**src/design/assert_macros.svh**
```systemverilog
// assert_macros.svh: concurrent assertion macros used by the allocator top level.
// Depends on nothing; define ASSERT_OFF to compile the checks away.
`ifndef ASSERT_MACROS_SVH
`define ASSERT_MACROS_SVH
`ifndef ASSERT_OFF
// Same-cycle implication.
`define ASSERT_IMPLY(label, clk, rst, ante, cons) \
   label: assert property (@(posedge clk) disable iff (rst) (ante) |-> (cons)) \
      else $error("assertion failed: same-cycle implication");
// Next-cycle implication.
`define ASSERT_NEXT(label, clk, rst, ante, cons) \
   label: assert property (@(posedge clk) disable iff (rst) (ante) |=> (cons)) \
      else $error("assertion failed: next-cycle implication");
// Implication after a fixed number of cycles.
`define ASSERT_LATER(label, clk, rst, ante, n, cons) \
   label: assert property (@(posedge clk) disable iff (rst) (ante) |-> ##n (cons)) \
      else $error("assertion failed: delayed implication");
`else
`define ASSERT_IMPLY(label, clk, rst, ante, cons)
`define ASSERT_NEXT(label, clk, rst, ante, cons)
`define ASSERT_LATER(label, clk, rst, ante, n, cons)
`endif
`endif

```
**src/design/frfa_pkg.sv**
```systemverilog
// frfa_pkg.sv: shared codes, constants and controller/datapath struct types
// for the frame fenced ring allocator. Depends on nothing.
package frfa_pkg;

   localparam int unsigned FIELD_WIDTH = 32;

   localparam logic OP_ALLOC = 1'b0;
   localparam logic OP_FREE  = 1'b1;

   localparam logic [1:0] STATUS_OK         = 2'd0;
   localparam logic [1:0] STATUS_NO_SPACE   = 2'd1;
   localparam logic [1:0] STATUS_QUEUE_FULL = 2'd2;

   // Ring size after reset, before truncation to the configured size width.
   localparam logic [63:0] RING_SIZE_RESET = 64'd65536;

   typedef struct packed {
      logic capture;
      logic eval;
      logic update;
      logic pop;
      logic finish;
      logic mod_step;
   } cmd_type;

   typedef struct packed {
      logic pop_ok;
      logic need_mod;
      logic mod_last;
   } sts_type;

endpackage

```
**src/design/frfa_ctrl.sv**
```systemverilog
// frfa_ctrl.sv: sequencing state machine of the frame fenced ring allocator.
// Depends on frfa_pkg for the command and status struct types.
module frfa_ctrl (
   input  logic              clock,
   input  logic              reset,
   input  logic              start,
   input  logic              req_operation,
   output logic              busy,
   output frfa_pkg::cmd_type cmd,
   input  frfa_pkg::sts_type sts
);
   import frfa_pkg::*;

   localparam logic [2:0] ST_IDLE       = 3'd0;
   localparam logic [2:0] ST_ALLOC_EVAL = 3'd1;
   localparam logic [2:0] ST_ALLOC_UPD  = 3'd2;
   localparam logic [2:0] ST_FREE_POP   = 3'd3;
   localparam logic [2:0] ST_FREE_FIN   = 3'd4;
   localparam logic [2:0] ST_FREE_MOD   = 3'd5;

   logic [2:0] state_ff;
   logic [2:0] state_in;

   always_comb begin
      state_in = state_ff;
      case (state_ff)
         ST_IDLE: begin
            if (start) begin
               state_in = (req_operation == OP_FREE) ? ST_FREE_POP : ST_ALLOC_EVAL;
            end
         end
         ST_ALLOC_EVAL: begin
            state_in = ST_ALLOC_UPD;
         end
         ST_ALLOC_UPD: begin
            state_in = ST_IDLE;
         end
         ST_FREE_POP: begin
            if (!sts.pop_ok) begin
               state_in = ST_FREE_FIN;
            end
         end
         ST_FREE_FIN: begin
            state_in = sts.need_mod ? ST_FREE_MOD : ST_IDLE;
         end
         ST_FREE_MOD: begin
            if (sts.mod_last) begin
               state_in = ST_IDLE;
            end
         end
         default: begin
            state_in = ST_IDLE;
         end
      endcase
   end

   always_ff @(posedge clock) begin
      if (reset) begin
         state_ff <= ST_IDLE;
      end else begin
         state_ff <= state_in;
      end
   end

   always_comb begin
      busy         = (state_ff != ST_IDLE);
      cmd.capture  = (state_ff == ST_IDLE) && start;
      cmd.eval     = (state_ff == ST_ALLOC_EVAL);
      cmd.update   = (state_ff == ST_ALLOC_UPD);
      cmd.pop      = (state_ff == ST_FREE_POP) && sts.pop_ok;
      cmd.finish   = (state_ff == ST_FREE_FIN);
      cmd.mod_step = (state_ff == ST_FREE_MOD);
   end

endmodule

```
**src/design/frfa_dpath.sv**
```systemverilog
// frfa_dpath.sv: ring pointers, record memory, remainder unit and result registers.
// Depends on frfa_pkg; driven by commands from frfa_ctrl.
module frfa_dpath #(
   parameter int RECORD_DEPTH = 16,
   parameter int SIZE_WIDTH   = 32
) (
   input  logic                                clock,
   input  logic                                reset,
   input  frfa_pkg::cmd_type                   cmd,
   output frfa_pkg::sts_type                   sts,
   input  logic                                req_operation,
   input  logic [frfa_pkg::FIELD_WIDTH-1:0]    req_request_size,
   input  logic [frfa_pkg::FIELD_WIDTH-1:0]    req_frame,
   input  logic                                csr_we,
   input  logic [frfa_pkg::FIELD_WIDTH-1:0]    csr_wdata,
   output logic                                rsp_valid,
   output logic [1:0]                          rsp_status,
   output logic [frfa_pkg::FIELD_WIDTH-1:0]    rsp_offset,
   output logic [frfa_pkg::FIELD_WIDTH-1:0]    rsp_freed_bytes,
   output logic [frfa_pkg::FIELD_WIDTH-1:0]    rsp_free_space
);
   import frfa_pkg::*;

   localparam int SW   = SIZE_WIDTH;
   localparam int FW   = FIELD_WIDTH;
   localparam int DW   = (SW > FW) ? SW : FW;
   localparam int EW   = DW + 2;
   localparam int PW   = $clog2(RECORD_DEPTH);
   localparam int CNTW = $clog2(RECORD_DEPTH + 1);
   localparam int MCW  = $clog2(SW);

   // Ring state.
   logic [SW-1:0]   ring_ff, ring_in;
   logic [SW-1:0]   head_ff, head_in;
   logic [SW-1:0]   tail_ff, tail_in;
   logic [SW-1:0]   unused_ff, unused_in;
   logic [PW-1:0]   rp_ff, rp_in;
   logic [PW-1:0]   wp_ff, wp_in;
   logic [CNTW-1:0] count_ff, count_in;

   // Transaction working registers.
   logic [FW-1:0]   req_size_ff, req_size_in;
   logic [FW-1:0]   frame_ff, frame_in;
   logic [EW-1:0]   charge_ff, charge_in;
   logic [SW-1:0]   offset_ff, offset_in;
   logic            wrap_ff, wrap_in;
   logic            need_new_ff, need_new_in;
   logic [1:0]      status_ff, status_in;
   logic [SW-1:0]   rest_ff, rest_in;
   logic [SW-1:0]   used_ff, used_in;
   logic [SW-1:0]   sum_ff, sum_in;
   logic [SW-1:0]   mod_rem_ff, mod_rem_in;
   logic [SW-1:0]   mod_num_ff, mod_num_in;
   logic [MCW-1:0]  mod_cnt_ff, mod_cnt_in;

   // Result registers.
   logic            rsp_valid_ff, rsp_valid_in;
   logic [1:0]      rsp_status_ff, rsp_status_in;
   logic [FW-1:0]   rsp_offset_ff, rsp_offset_in;
   logic [FW-1:0]   rsp_freed_ff, rsp_freed_in;
   logic [FW-1:0]   rsp_space_ff, rsp_space_in;

   // Record memory; an entry can be read before it is written, and such reads are not used.
   logic [SW-1:0]   rec_bytes_mem [RECORD_DEPTH];
   logic [FW-1:0]   rec_frame_mem [RECORD_DEPTH];
   logic [SW-1:0]   rd_bytes_ff;
   logic [FW-1:0]   rd_frame_ff;
   logic            mem_re;
   logic [PW-1:0]   mem_raddr;
   logic            mem_we;
   logic            mem_wframe;
   logic [PW-1:0]   mem_waddr;
   logic [SW-1:0]   mem_wbytes;

   logic [PW-1:0]   wp_prev;
   logic [PW-1:0]   wp_next;
   logic [PW-1:0]   rp_next;

   always_comb begin
      wp_prev = (wp_ff == '0) ? PW'(RECORD_DEPTH - 1) : wp_ff - 1'b1;
      wp_next = (wp_ff == PW'(RECORD_DEPTH - 1)) ? '0 : wp_ff + 1'b1;
      rp_next = (rp_ff == PW'(RECORD_DEPTH - 1)) ? '0 : rp_ff + 1'b1;
   end

   always_comb begin
      logic [EW-1:0] req_e;
      logic [EW-1:0] unused_e;
      logic [EW-1:0] ring_e;
      logic [EW-1:0] head_e;
      logic [EW-1:0] tail_e;
      logic [EW-1:0] next_tail_e;
      logic          fits;
      logic          wrap;
      logic          need_new;
      logic [SW-1:0] alloc_unused;
      logic [SW-1:0] free_unused;
      logic [SW-1:0] excess;
      logic [SW:0]   rem_shift;

      req_e       = EW'(req_size_ff);
      unused_e    = EW'(unused_ff);
      ring_e      = EW'(ring_ff);
      head_e      = EW'(head_ff);
      tail_e      = EW'(tail_ff);
      next_tail_e = tail_e + req_e;

      // Contiguity check against the current head and tail.
      fits = 1'b1;
      wrap = 1'b0;
      if (req_e > unused_e) begin
         fits = 1'b0;
      end else if (tail_e >= head_e) begin
         if (req_e > ring_e - tail_e) begin
            if (head_e < req_e) begin
               fits = 1'b0;
            end else begin
               wrap = 1'b1;
            end
         end
      end else if (head_e - tail_e < req_e) begin
         fits = 1'b0;
      end
      need_new = (count_ff == '0) || (rd_frame_ff != frame_ff);

      alloc_unused = (charge_ff > unused_e) ? '0 : SW'(unused_e - charge_ff);
      free_unused  = (sum_ff > used_ff) ? ring_ff : unused_ff + sum_ff;
      excess       = sum_ff - rest_ff;

      // One restoring remainder step.
      rem_shift = {mod_rem_ff, mod_num_ff[SW-1]};
      if (rem_shift >= {1'b0, ring_ff}) begin
         rem_shift = rem_shift - {1'b0, ring_ff};
      end

      sts.pop_ok   = (count_ff != '0) && (rd_frame_ff <= frame_ff);
      sts.need_mod = (sum_ff > rest_ff) && (ring_ff != '0) && (excess >= ring_ff);
      sts.mod_last = (mod_cnt_ff == MCW'(SW - 1));

      ring_in       = ring_ff;
      head_in       = head_ff;
      tail_in       = tail_ff;
      unused_in     = unused_ff;
      rp_in         = rp_ff;
      wp_in         = wp_ff;
      count_in      = count_ff;
      req_size_in   = req_size_ff;
      frame_in      = frame_ff;
      charge_in     = charge_ff;
      offset_in     = offset_ff;
      wrap_in       = wrap_ff;
      need_new_in   = need_new_ff;
      status_in     = status_ff;
      rest_in       = rest_ff;
      used_in       = used_ff;
      sum_in        = sum_ff;
      mod_rem_in    = mod_rem_ff;
      mod_num_in    = mod_num_ff;
      mod_cnt_in    = mod_cnt_ff;
      rsp_valid_in  = 1'b0;
      rsp_status_in = rsp_status_ff;
      rsp_offset_in = rsp_offset_ff;
      rsp_freed_in  = rsp_freed_ff;
      rsp_space_in  = rsp_space_ff;
      mem_re        = 1'b0;
      mem_raddr     = rp_ff;
      mem_we        = 1'b0;
      mem_wframe    = 1'b0;
      mem_waddr     = wp_ff;
      mem_wbytes    = charge_ff[SW-1:0];

      if (cmd.capture) begin
         req_size_in = req_request_size;
         frame_in    = req_frame;
         sum_in      = '0;
         rest_in     = (ring_ff >= head_ff) ? ring_ff - head_ff : '0;
         used_in     = ring_ff - unused_ff;
         mem_re      = 1'b1;
         mem_raddr   = (req_operation == OP_FREE) ? rp_ff : wp_prev;
      end

      if (cmd.eval) begin
         wrap_in     = wrap;
         need_new_in = need_new;
         charge_in   = wrap ? req_e + (ring_e - tail_e) : req_e;
         offset_in   = wrap ? '0 : tail_ff;
         if (!fits) begin
            status_in = STATUS_NO_SPACE;
         end else if (need_new && (count_ff >= CNTW'(RECORD_DEPTH))) begin
            status_in = STATUS_QUEUE_FULL;
         end else begin
            status_in = STATUS_OK;
         end
      end

      if (cmd.update) begin
         rsp_valid_in  = 1'b1;
         rsp_status_in = status_ff;
         rsp_freed_in  = '0;
         rsp_offset_in = '0;
         rsp_space_in  = FW'(unused_ff);
         if (status_ff == STATUS_OK) begin
            if (wrap_ff) begin
               tail_in = SW'(req_size_ff);
            end else begin
               tail_in = (next_tail_e >= ring_e) ? '0 : next_tail_e[SW-1:0];
            end
            unused_in     = alloc_unused;
            rsp_offset_in = FW'(offset_ff);
            rsp_space_in  = FW'(alloc_unused);
            mem_we        = 1'b1;
            if (need_new_ff) begin
               mem_wframe = 1'b1;
               mem_waddr  = wp_ff;
               mem_wbytes = charge_ff[SW-1:0];
               wp_in      = wp_next;
               count_in   = count_ff + 1'b1;
            end else begin
               mem_waddr  = wp_prev;
               mem_wbytes = rd_bytes_ff + charge_ff[SW-1:0];
            end
         end
      end

      if (cmd.pop) begin
         sum_in    = sum_ff + rd_bytes_ff;
         rp_in     = rp_next;
         count_in  = count_ff - 1'b1;
         mem_re    = 1'b1;
         mem_raddr = rp_next;
      end

      if (cmd.finish) begin
         unused_in     = free_unused;
         rsp_valid_in  = 1'b1;
         rsp_status_in = STATUS_OK;
         rsp_offset_in = '0;
         rsp_freed_in  = FW'(sum_ff);
         rsp_space_in  = FW'(free_unused);
         if (sum_ff > rest_ff) begin
            if (ring_ff == '0) begin
               head_in = '0;
            end else if (excess < ring_ff) begin
               head_in = excess;
            end else begin
               mod_num_in = excess;
               mod_rem_in = '0;
               mod_cnt_in = '0;
            end
         end else if (sum_ff == rest_ff) begin
            head_in = '0;
         end else begin
            head_in = head_ff + sum_ff;
         end
      end

      if (cmd.mod_step) begin
         mod_rem_in = rem_shift[SW-1:0];
         mod_num_in = mod_num_ff << 1;
         mod_cnt_in = mod_cnt_ff + 1'b1;
         if (sts.mod_last) begin
            head_in = rem_shift[SW-1:0];
         end
      end

      // A size write restarts the ring empty.
      if (csr_we) begin
         ring_in   = SW'(csr_wdata);
         unused_in = SW'(csr_wdata);
         head_in   = '0;
         tail_in   = '0;
         rp_in     = '0;
         wp_in     = '0;
         count_in  = '0;
      end
   end

   always_ff @(posedge clock) begin
      if (reset) begin
         ring_ff      <= SW'(RING_SIZE_RESET);
         unused_ff    <= SW'(RING_SIZE_RESET);
         head_ff      <= '0;
         tail_ff      <= '0;
         rp_ff        <= '0;
         wp_ff        <= '0;
         count_ff     <= '0;
         rsp_valid_ff <= 1'b0;
      end else begin
         ring_ff      <= ring_in;
         unused_ff    <= unused_in;
         head_ff      <= head_in;
         tail_ff      <= tail_in;
         rp_ff        <= rp_in;
         wp_ff        <= wp_in;
         count_ff     <= count_in;
         rsp_valid_ff <= rsp_valid_in;
      end
   end

   always_ff @(posedge clock) begin
      req_size_ff   <= req_size_in;
      frame_ff      <= frame_in;
      charge_ff     <= charge_in;
      offset_ff     <= offset_in;
      wrap_ff       <= wrap_in;
      need_new_ff   <= need_new_in;
      status_ff     <= status_in;
      rest_ff       <= rest_in;
      used_ff       <= used_in;
      sum_ff        <= sum_in;
      mod_rem_ff    <= mod_rem_in;
      mod_num_ff    <= mod_num_in;
      mod_cnt_ff    <= mod_cnt_in;
      rsp_status_ff <= rsp_status_in;
      rsp_offset_ff <= rsp_offset_in;
      rsp_freed_ff  <= rsp_freed_in;
      rsp_space_ff  <= rsp_space_in;
   end

   always_ff @(posedge clock) begin
      if (mem_we) begin
         rec_bytes_mem[mem_waddr] <= mem_wbytes;
         if (mem_wframe) begin
            rec_frame_mem[mem_waddr] <= frame_ff;
         end
      end
      if (mem_re) begin
         rd_bytes_ff <= rec_bytes_mem[mem_raddr];
         rd_frame_ff <= rec_frame_mem[mem_raddr];
      end
   end

   assign rsp_valid       = rsp_valid_ff;
   assign rsp_status      = rsp_status_ff;
   assign rsp_offset      = rsp_offset_ff;
   assign rsp_freed_bytes = rsp_freed_ff;
   assign rsp_free_space  = rsp_space_ff;

endmodule

```
**src/design/frame_fenced_ring_allocator_top.sv**
```systemverilog
// frame_fenced_ring_allocator_top.sv: top level of the frame fenced ring allocator.
// Depends on frfa_pkg, frfa_ctrl, frfa_dpath and assert_macros.svh.

// The allocator hands out contiguous byte ranges from a ring whose size is set
// through csr_we and csr_wdata; a size write restarts the ring empty and must
// only be issued while busy is low and no result is pending. A transaction is
// accepted at a clock edge where start is high and busy is low. Every
// transaction produces exactly one result, presented for one cycle with
// rsp_valid high; the receiver cannot stall it, so it must take the result in
// that cycle. A new transaction can be accepted in the same cycle that an
// allocate result is shown. An allocate reads the newest record from the
// record memory at acceptance, checks fit and the record rule in its
// evaluate state and updates the ring in its update state. A free
// transaction pops one record per cycle from the record memory and then
// shows its result. When the released bytes carry the head past the end of
// the ring by a whole ring size or more, the head is reduced by a bit-serial
// remainder unit that keeps busy high until its last step, after the result
// has been shown; otherwise the next transaction can start when the result
// is shown. Refused allocations change nothing and return offset zero.
`include "assert_macros.svh"

module frame_fenced_ring_allocator_top #(
   parameter int RECORD_DEPTH = 16,
   parameter int SIZE_WIDTH   = 32
) (
   input  logic                             clock,
   input  logic                             reset,
   input  logic                             start,
   output logic                             busy,
   input  logic                             req_operation,
   input  logic [frfa_pkg::FIELD_WIDTH-1:0] req_request_size,
   input  logic [frfa_pkg::FIELD_WIDTH-1:0] req_frame,
   input  logic                             csr_we,
   input  logic [frfa_pkg::FIELD_WIDTH-1:0] csr_wdata,
   output logic                             rsp_valid,
   output logic [1:0]                       rsp_status,
   output logic [frfa_pkg::FIELD_WIDTH-1:0] rsp_offset,
   output logic [frfa_pkg::FIELD_WIDTH-1:0] rsp_freed_bytes,
   output logic [frfa_pkg::FIELD_WIDTH-1:0] rsp_free_space
);
   import frfa_pkg::*;

   cmd_type cmd;
   sts_type sts;

   // The controller sequences each transaction; it sees only the handshake,
   // the operation code and a few status flags from the datapath.
   frfa_ctrl u_ctrl (
      .clock         (clock),
      .reset         (reset),
      .start         (start),
      .req_operation (req_operation),
      .busy          (busy),
      .cmd           (cmd),
      .sts           (sts)
   );

   // The datapath holds the ring pointers, the record memory and the result
   // registers, and performs the arithmetic that each command asks for.
   frfa_dpath #(
      .RECORD_DEPTH (RECORD_DEPTH),
      .SIZE_WIDTH   (SIZE_WIDTH)
   ) u_dpath (
      .clock            (clock),
      .reset            (reset),
      .cmd              (cmd),
      .sts              (sts),
      .req_operation    (req_operation),
      .req_request_size (req_request_size),
      .req_frame        (req_frame),
      .csr_we           (csr_we),
      .csr_wdata        (csr_wdata),
      .rsp_valid        (rsp_valid),
      .rsp_status       (rsp_status),
      .rsp_offset       (rsp_offset),
      .rsp_freed_bytes  (rsp_freed_bytes),
      .rsp_free_space   (rsp_free_space)
   );

   // An accepted transaction always occupies the block in the following cycle.
   `ASSERT_NEXT(a_accept_sets_busy, clock, reset, start && !busy, busy)
   // An allocate transaction shows its result once its evaluate and update states have passed.
   `ASSERT_LATER(a_alloc_latency, clock, reset, start && !busy && req_operation == OP_ALLOC, 3, rsp_valid)
   // A refused allocation reports neither an offset nor released bytes.
   `ASSERT_IMPLY(a_refusal_clean, clock, reset, rsp_valid && rsp_status != STATUS_OK, rsp_offset == '0 && rsp_freed_bytes == '0)
   // A result is only shown right after the block has been working.
   `ASSERT_IMPLY(a_result_follows_work, clock, reset, rsp_valid, $past(busy))

endmodule
```
**config.mk**
```make
export PLATFORM = sky130hd
export DESIGN_NAME = frame_fenced_ring_allocator_top
export DESIGN_NICKNAME = d
export VERILOG_FILES = /design/src/design/frfa_pkg.sv /design/src/design/frfa_ctrl.sv /design/src/design/frfa_dpath.sv /design/src/design/frame_fenced_ring_allocator_top.sv
export VERILOG_INCLUDE_DIRS = /design/src /design/src/design
export SDC_FILE = /design/constraint.sdc
export NUM_CORES = 2
export LEC_CHECK = 0
export BUFFER_PORTS_ARGS = -buffer_cell sky130_fd_sc_hd__buf_2
export CAP_MARGIN = 10
export CORE_UTILIZATION = 36
export CTS_CLUSTER_SIZE = 14
export DETAILED_ROUTE_END_ITERATION = 10
export GPL_TIMING_DRIVEN = 0
export PLACE_DENSITY = 0.56
export SYNTH_ARGS = -nofsm -noshare
export SYNTH_HDL_FRONTEND = slang
export SYNTH_SLANG_ARGS = --single-unit
```
**constraint.sdc**
```tcl
create_clock -name clock -period 7.1 [get_ports clock]
set_input_delay 0.71 -clock clock [delete_from_list [all_inputs] [get_ports clock]]
set_output_delay 0.71 -clock clock [all_outputs]
set_load 0.05 [all_outputs]
```
==> results.py <==
metrics = {
    "synthesis": {
        "synth-main-ff-cell": "edfxtp_1",
        "yosys_warnings": 0,
        "synth_top_area_share": 0.484,
        "synth_nets": 9165,
        "async_reset_ff_frac": 0,
        "synth_common_cells": "edfxtp_1, nand2_1, a21oi_1",
        "synth_cell_types": 90,
        "ys_ff_latch": 1630,
        "syn_area_sq_um": 89900,
        "synth_fa_ha_area_frac": 0.101,
        "yosys.area_share.simple": 0.122,
        "yosys-top-cells-area": "edfxtp_1, ha_1, nand2_1",
        "synth_edf_count": 1450,
        "muxShareOfSynthArea": 0.0313,
        "synth_area_per_cell_sq_um": 10.8,
        "synth_top_area_cell": "edfxtp_1",
        "synth_xor_area_frac": 0.0330,
        "synth_cells": 8345,
        "synth_top_family_by_area": "compound AO/OA/AOI/OAI gates",
        "synth_compound_area_frac": 0.155,
        "seq_area_frac_synth": 0.524,
        "synth.most_common_cell": "edfxtp_1",
    },
    "pwr": {
        "power_density_nw_per_um2": 306,
        "leakage_uw": 0.0395,
        "ir_worst_vdd_mv": 0.268,
    },
    "drt": {
        "route.detailed.drc": 0,
        "drtAntennaViolNets": 0,
        "drt_iter0_drc": 7075,
        "wire_per_inst_microns": 27.7,
        "avgViaCountPerCell": 5.66,
        "wirelength_mm": 342,
        "firstDrtPassIters": 6,
        "num_vias": 69800,
    },
    "job": {
        "cap_violations": 0,
    },
    "placement": {
        "post_dp_cell_area_sq_um": 96600,
        "gp_congestion": 1.00,
        "dpl_worst_slack_ns": -0.773,
        "dp.cells": 11900,
        "hpwlAfterDp_mm": 261,
        "port-buffer-count": 199,
    },
    "finish": {
        "fin_cells": 12300,
        "reg_top3": "u_dpath.rec_bytes_mem x512, u_dpath.rec_frame_mem x512, u_dpath.charge_ff x34",
        "syn2layout_area_growth_pct": 14.7,
        "fin_area_sq_um": 103000,
        "drive_above_1_share": 0.0759,
        "nNetsFinal": 9672,
    },
    "sta": {
        "setup_viol": 0,
        "max-slew-margin-rel": 0.0939,
        "finalHoldViolations": 0,
        "fmax_ghz": 0.145,
        "rsz0062_at_grt": "false",
        "fin_worst_skew_ns": 0.0988,
        "worst_slew_pin_slew_ns": 1.35,
        "fin_crit_ns": 6.91,
        "worst_slack_ns": 0.192,
        "final_max_slew_viol_count": 0,
        "period_share": 0.973,
    },
    "clock_network": {
        "cts.sinks": 1630,
        "htree_levels": 4,
        "clk_pin_slew_ns": 0.06,
        "clk_path_buf_depth": 3,
        "cts_made_buffers": 176,
        "clk_root_buffer_cell": "clkbuf_16",
        "clk_latency_ns": 0.89,
        "cts_tree": "built",
    },
    "floorplan": {
        "die_w_microns": 502,
        "fp.dieH_microns": 502,
        "initial_core_util": 0.362,
        "io_pins": 201,
        "num_rows": 183,
        "core_area_sq_um": 248000,
        "die_area_sq_um": 252000,
    },
    "status": {
        "status": "completed",
    },
    "min_path": {
        "holdPathEnd": "u_dpath.req_size_ff[10]",
        "min_path_type": "primary input to flop",
        "hp-start": "req_request_size[10]",
        "hold_depth": 1,
    },
    "grt": {
        "antenna_found_initial": 26,
        "grt_max_degree": 100,
        "grt_pass1_wl_mm": 479,
        "globalRouteOverflowTotal": 0,
        "grt_pass1_vias": 66700,
        "grtUsageTotal": 0.265,
    },
    "critical_path": {
        "critPathLaunch": "u_dpath.ring_ff[0]",
        "startpoint_type": "flop",
        "crit_arrival_ns": 7.47,
        "required_ns": 7.66,
        "crit_type": "flop to flop",
        "regToRegStartpoint": "u_dpath.ring_ff[0]",
        "r2r_cells": 24,
        "crit_path_end_kind": "flop",
        "cp_max_fo": 10,
        "rr_endpoint": "u_dpath.offset_ff[13]",
        "rrSetupSlack_ns": 0.19,
    },
}
placed cells by master (no fill, tap or decap), drive strengths merged, types with 64 or more instances in the layout:
cell,count
nor3,98
clkbuf,512
dfxtp,180
a32oi,65
nand4,144
xor2,134
edfxtp,1450
nand2,1190
inv,436
a21o,248
clkinv,82
ha,705
nand3,149
nand2b,81
o221ai,74
a22o,64
a21oi,776
buf,326
mux2i,268
nor2b,79
nor2,482
o21a,80
xnor2,205
a211oi,115
a221oi,88
o21ai,297
kinds of logic after synthesis:
logic type,count (synthesis)
AOI/OAI and AO/OA,2148
xor gates and xnor gates,339
adders and majority gates,719
buffers and inverters,773
DFF,1630
muxes,280
other,1
and+or+nand+nor,2455
worst max-delay path, cell delays in order (launching register included):
cell and delay, ns:
dfxtp_2 0.51, inv_1 0.31, ha_1 0.31, fa_1 0.40, nor2b_1 0.14, o21a_1 0.14, o21ai_1 0.11, a21oi_2 0.19
o22ai_1 0.22, o31ai_4 0.39, o21ai_1 0.25, o31ai_2 0.40, nand2_1 0.13, mux2_2 0.28, a221oi_1 0.32, ha_1 0.37
nor2_1 0.15, nand2_1 0.18, a31oi_2 0.28, nor3_1 0.08, or4_4 0.51, nor3_4 0.25, buf_6 0.28, buf_2 0.28
nor2_1 0.06
layout make-up:
class	instances	area (sq um)
fillers	23700	145000
flip-flops and latches	1630	47200
multi-input cells	5942	40200
clock buffers	211	4600
well taps	3330	4170
repair buffers	329	2720
inverters	434	1640
plain buffers	339	1330
clock inverters	110	1270
diodes	11	27.5
metrics by stage:
stage                     setup TNS, ns  hold slack, ns  total power [uW]  utilization
after floorplan                       0           0.436             18600            -
after global placement          -649.84           0.445             22000        0.383
after detailed placement         -62.58           0.442             22100        0.389
after CTS                             0         0.00176             31500        0.414
after global routing                  0          0.0154             32900        0.415
final                                 0          0.0485             31600        0.415
timing repair:
action	CTS	global route
setup buffers	3	14
hold buffers	40	0
endpoints found under the setup margin	196	178
pin swaps	0	1
hold endpoints to repair	40	0
gates resized for setup	13	22
power breakdown:
part,internal (uW),switching [uW],leakage (uW)
Sequential,11400,799,0.0147
Clock,5250,4110,0.00282
Combinational,3410,6650,0.0219
Total,20000,11600,0.0395
per-layer routing:
layer  track usage  share of wire
met5             0              0
met2         0.433           0.46
met3        0.0539          0.078
met1         0.329           0.40
met4         0.139          0.058
how the worst max path moves through the flow:
stage,depth (start not counted),to
2_1_floorplan,25,u_dpath.mod_cnt_ff[0]
3_3_place_gp,2,u_dpath.offset_ff[0]
3_5_place_dp,24,u_dpath.head_ff[14]
4_1_cts,24,u_dpath.offset_ff[13]
5_1_grt,24,u_dpath.offset_ff[13]
6_report,24,u_dpath.offset_ff[13]
Power figures use the tool's default switching activity.
